--- src/rtl/lcsp_ram.sv ---
// Generic single-clock RAM with one write port and one registered read port.
// No dependencies.
module lcsp_ram #(
  parameter int unsigned WIDTH = 8,
  parameter int unsigned DEPTH = 16
) (
  input  logic                                         clk_i,
  input  logic                                         we_i,
  input  logic [((DEPTH > 1) ? $clog2(DEPTH) : 1)-1:0] waddr_i,
  input  logic [WIDTH-1:0]                             wdata_i,
  input  logic [((DEPTH > 1) ? $clog2(DEPTH) : 1)-1:0] raddr_i,
  output logic [WIDTH-1:0]                             rdata_o
);

  logic [WIDTH-1:0] mem_q [DEPTH];

  // Write and registered read.
  always_ff @(posedge clk_i) begin
    if (we_i) begin
      mem_q[waddr_i] <= wdata_i;
    end
    rdata_o <= mem_q[raddr_i];
  end

endmodule

--- config.mk ---
export PLATFORM = sky130hd
export DESIGN_NAME = lcsp_ram
export DESIGN_NICKNAME = d
export VERILOG_FILES = /design/src/rtl/lcsp_ram.sv
export SDC_FILE = /design/constraint.sdc
export NUM_CORES = 1
export LEC_CHECK = 0
export CORE_MARGIN = 2
export CORE_UTILIZATION = 60
export DETAILED_ROUTE_END_ITERATION = 16
export DONT_BUFFER_PORTS = 1
export PLACE_DENSITY = 0.76
export SLEW_MARGIN = 20
export SYNTH_ARGS = -nofsm -noshare
export SYNTH_HDL_FRONTEND = slang
export SYNTH_SLANG_ARGS = --single-unit
--- constraint.sdc ---
create_clock -name clk_i -period 3.4 [get_ports clk_i]
set_input_delay 0.51 -clock clk_i [delete_from_list [all_inputs] [get_ports clk_i]]
set_output_delay 0.51 -clock clk_i [all_outputs]
set_load 0.05 [all_outputs]
==> impl_metrics.py <==
metrics = {
    "sta": {
        "max_freq_ghz": 0.608,
        "final_max_slew_viol_count": 0,
        "setup_viol": 0,
        "slew_headroom": 0.372,
        "worst_slew_pin_slew_ns": 0.939,
        "rsz0062_at_grt": "false",
        "period_needed_ns": 1.64,
        "post-route-period-util": 0.484,
        "hold_violations": 0,
        "whs_ns": 0.0909,
        "setup_tns_ns": 0,
        "finClkSkew_ns": 0.00972,
    },
    "clock_tree": {
        "clk_pin_slew_worst_paths_ns": 0.06,
        "clock-sinks": 136,
        "cts_tree": "yes",
        "clk-insertion-delay-late_ns": 0.51,
        "cts_buffer_depth": 2,
        "h-tree-depth": 4,
        "clock-root-buffer": "clkbuf_8",
        "holdBufCountCts": 0,
        "post_cts_resized": 0,
        "postCtsSetupRepairBufs": 0,
        "cts_buffers": 17,
    },
    "setup_path": {
        "r2r_end": "rdata_o[1]$_DFF_P_",
        "r2r-start": "mem_q[1][1]$_DFFE_PP_",
        "r2r_cells": 3,
        "crit_path_max_fanout": 1,
        "crit_start": "rdata_o[4]$_DFF_P_",
        "required_ns": 2.89,
        "critPathKind": "register to output port",
        "worst_setup_path_start_kind": "register",
        "worst-path-stages": 0,
        "cp-end-kind": "output port",
        "critPathArrivalTime_ns": 1.13,
        "endpoint": "rdata_o[4]",
        "r2r_slack_ns": 1.94,
    },
    "global_routing": {
        "antenna_found_initial": 0,
        "overflow": 0,
        "grt_pass1_vias": 2357,
        "grt_pass1_wl_mm": 13.7,
        "grt_usage": 0.208,
        "grt_max_degree": 33,
    },
    "place": {
        "port_buffers": 0,
        "gp_congestion": 0.761,
        "placed_area_um2": 5220,
        "dp_hpwl_mm": 5.38,
    },
    "synth": {
        "ys_types": 19,
        "synthCells": 229,
        "syn_nets": 247,
        "yosys.area.top_type": "edfxtp_1",
        "yosysTopAreaCellShare": 0.747,
        "netlist_area_um2": 5150,
        "synth.most_common_cell": "edfxtp_1",
        "synth_warnings": 0,
        "synth_common_cells": "edfxtp_1, mux4_2, a22oi_1",
        "synth_top_flop_cell": "edfxtp_1",
        "synth_edf_count": 128,
        "ys_ff_latch": 136,
        "seq_area_frac_synth": 0.778,
        "synth.area.top_cells": "edfxtp_1, mux4_2, mux4_1",
        "syn_area_per_cell_um2": 22.5,
        "synthArstFlopShare": 0,
    },
    "drt": {
        "m1WireLength_mm": 3.89,
        "route.met2.wl_mm": 4.62,
        "wl_met3_um": 694,
        "drt_wl_total_mm": 9.25,
        "vias": 2348,
        "vias_per_cell": 6.52,
        "drtIter0Drc": 244,
        "drtAntennaViolNets": 0,
        "wl_per_cell_um": 25.7,
        "top_layer_used": "met4",
        "dr.pass1.iters": 5,
        "drc_errors": 0,
    },
    "power_and_ir_drop": {
        "power_density_nw_per_um2": 650,
        "power_frac_clock": 0.463,
        "swShare": 0.205,
        "p_total_w": 0.00377,
        "ir_worst_vdd_mv": 0.394,
        "combPwrFrac": 0.026,
        "p_int_w": 0.00300,
        "p_leak_nw": 1.88,
        "p_seq_frac": 0.511,
        "switchingPower_w": 0.000775,
    },
    "finish": {
        "fin_area_um2": 5800,
        "antenna_cells": 0,
        "synthToLayoutAreaGrowth_pct": 12.7,
        "nFillCells": 499,
        "fin_util": 0.702,
        "drive_above_1_share": 0.212,
        "finalNetCount": 260,
    },
    "floorplanning": {
        "die_area_um2": 9340,
        "die_w_um": 96.6,
        "ioPinCount": 26,
        "die_h_um": 96.6,
        "core_area_um2": 8260,
        "initial_utilization": 0.623,
        "row_count": 33,
    },
    "worst_hold_path": {
        "min_path_type": "primary input to register",
    },
    "flow_run": {
        "cap_violations": 0,
    },
    "run_status": {
        "status": "finished clean",
    },
}
## through the flow
stage	worst slack [ns]	instances
floorplan	1.40	229
global placement	1.52	328
detailed placement	1.45	328
CTS	1.73	360
global route	1.72	360
finish	1.76	360
## state kept, by name, summed over array words and instances, names as in the netlist
register  flops
mem_q       128
rdata_o       8
## routing by layer
metal	up-vias	track usage
met3	2	0.0600
li1	1001	-
met4	0	0.0715
met5	-	0
met1	1220	0.295
met2	125	0.318
## cell usage in the layout, fill, tap and decap left out
| cell | n |
|---|---|
| nand2b_1 | 2 |
| and2_1 | 1 |
| inv_6 | 2 |
| bufinv_16 | 2 |
| dfxtp_1 | 8 |
| edfxtp_1 | 128 |
| nand2_1 | 9 |
| nor3_1 | 4 |
| nand3_1 | 1 |
| clkbuf_1 | 1 |
| clkinv_2 | 1 |
| mux4_2 | 18 |
| clkinv_4 | 3 |
| nand3b_1 | 2 |
| clkbuf_16 | 16 |
| buf_4 | 4 |
| or3b_2 | 1 |
| clkbuf_8 | 2 |
| and2b_1 | 1 |
| mux4_1 | 14 |
| clkinvlp_4 | 5 |
| a22oi_1 | 16 |
| nor2_1 | 13 |
| nor2b_1 | 1 |
## how the worst min path moves through the flow
stage | from | to | slack [ns] | depth (start not counted)
finish | wdata_i[6] | mem_q[0][6]$_DFFE_PP_ | 0.09 | 0
global route | wdata_i[6] | mem_q[0][6]$_DFFE_PP_ | 0.07 | 0
CTS | wdata_i[5] | mem_q[1][5]$_DFFE_PP_ | 0.07 | 0
detailed placement | wdata_i[0] | mem_q[4][0]$_DFFE_PP_ | 0.61 | 0
global placement | wdata_i[0] | mem_q[5][0]$_DFFE_PP_ | 0.61 | 0
floorplan | wdata_i[0] | mem_q[0][0]$_DFFE_PP_ | 0.61 | 0
## power groups by stage
stage | Combinational, W | Clock [W] | Sequential [W]
global placement | 0.0000949 | 0 | 0.00196
floorplan | 0.0000951 | 0 | 0.00196
CTS | 0.0000989 | 0.00177 | 0.00193
global route | 0.000104 | 0.00184 | 0.00193
detailed placement | 0.0000972 | 0 | 0.00196
finish | 0.0000978 | 0.00175 | 0.00193
## kinds of logic after synthesis
| logic type | synth area share |
|---|---|
| buffers and inverters | 0.0168 |
| muxes | 0.150 |
| DFF | 0.778 |
| AOI/OAI and AO/OA | 0.0233 |
| and+or+nand+nor | 0.0318 |
## cell type report
class	count	area, um2	area share
clock buffers	19	432	0.0744
well taps	105	131	0.0226
clock inverters	13	146	0.0252
multi-input cells	83	1060	0.182
repair buffers	4	30.0	0.00518
flip-flops and latches	136	4000	0.690
(Power assumes the default switching activity.)
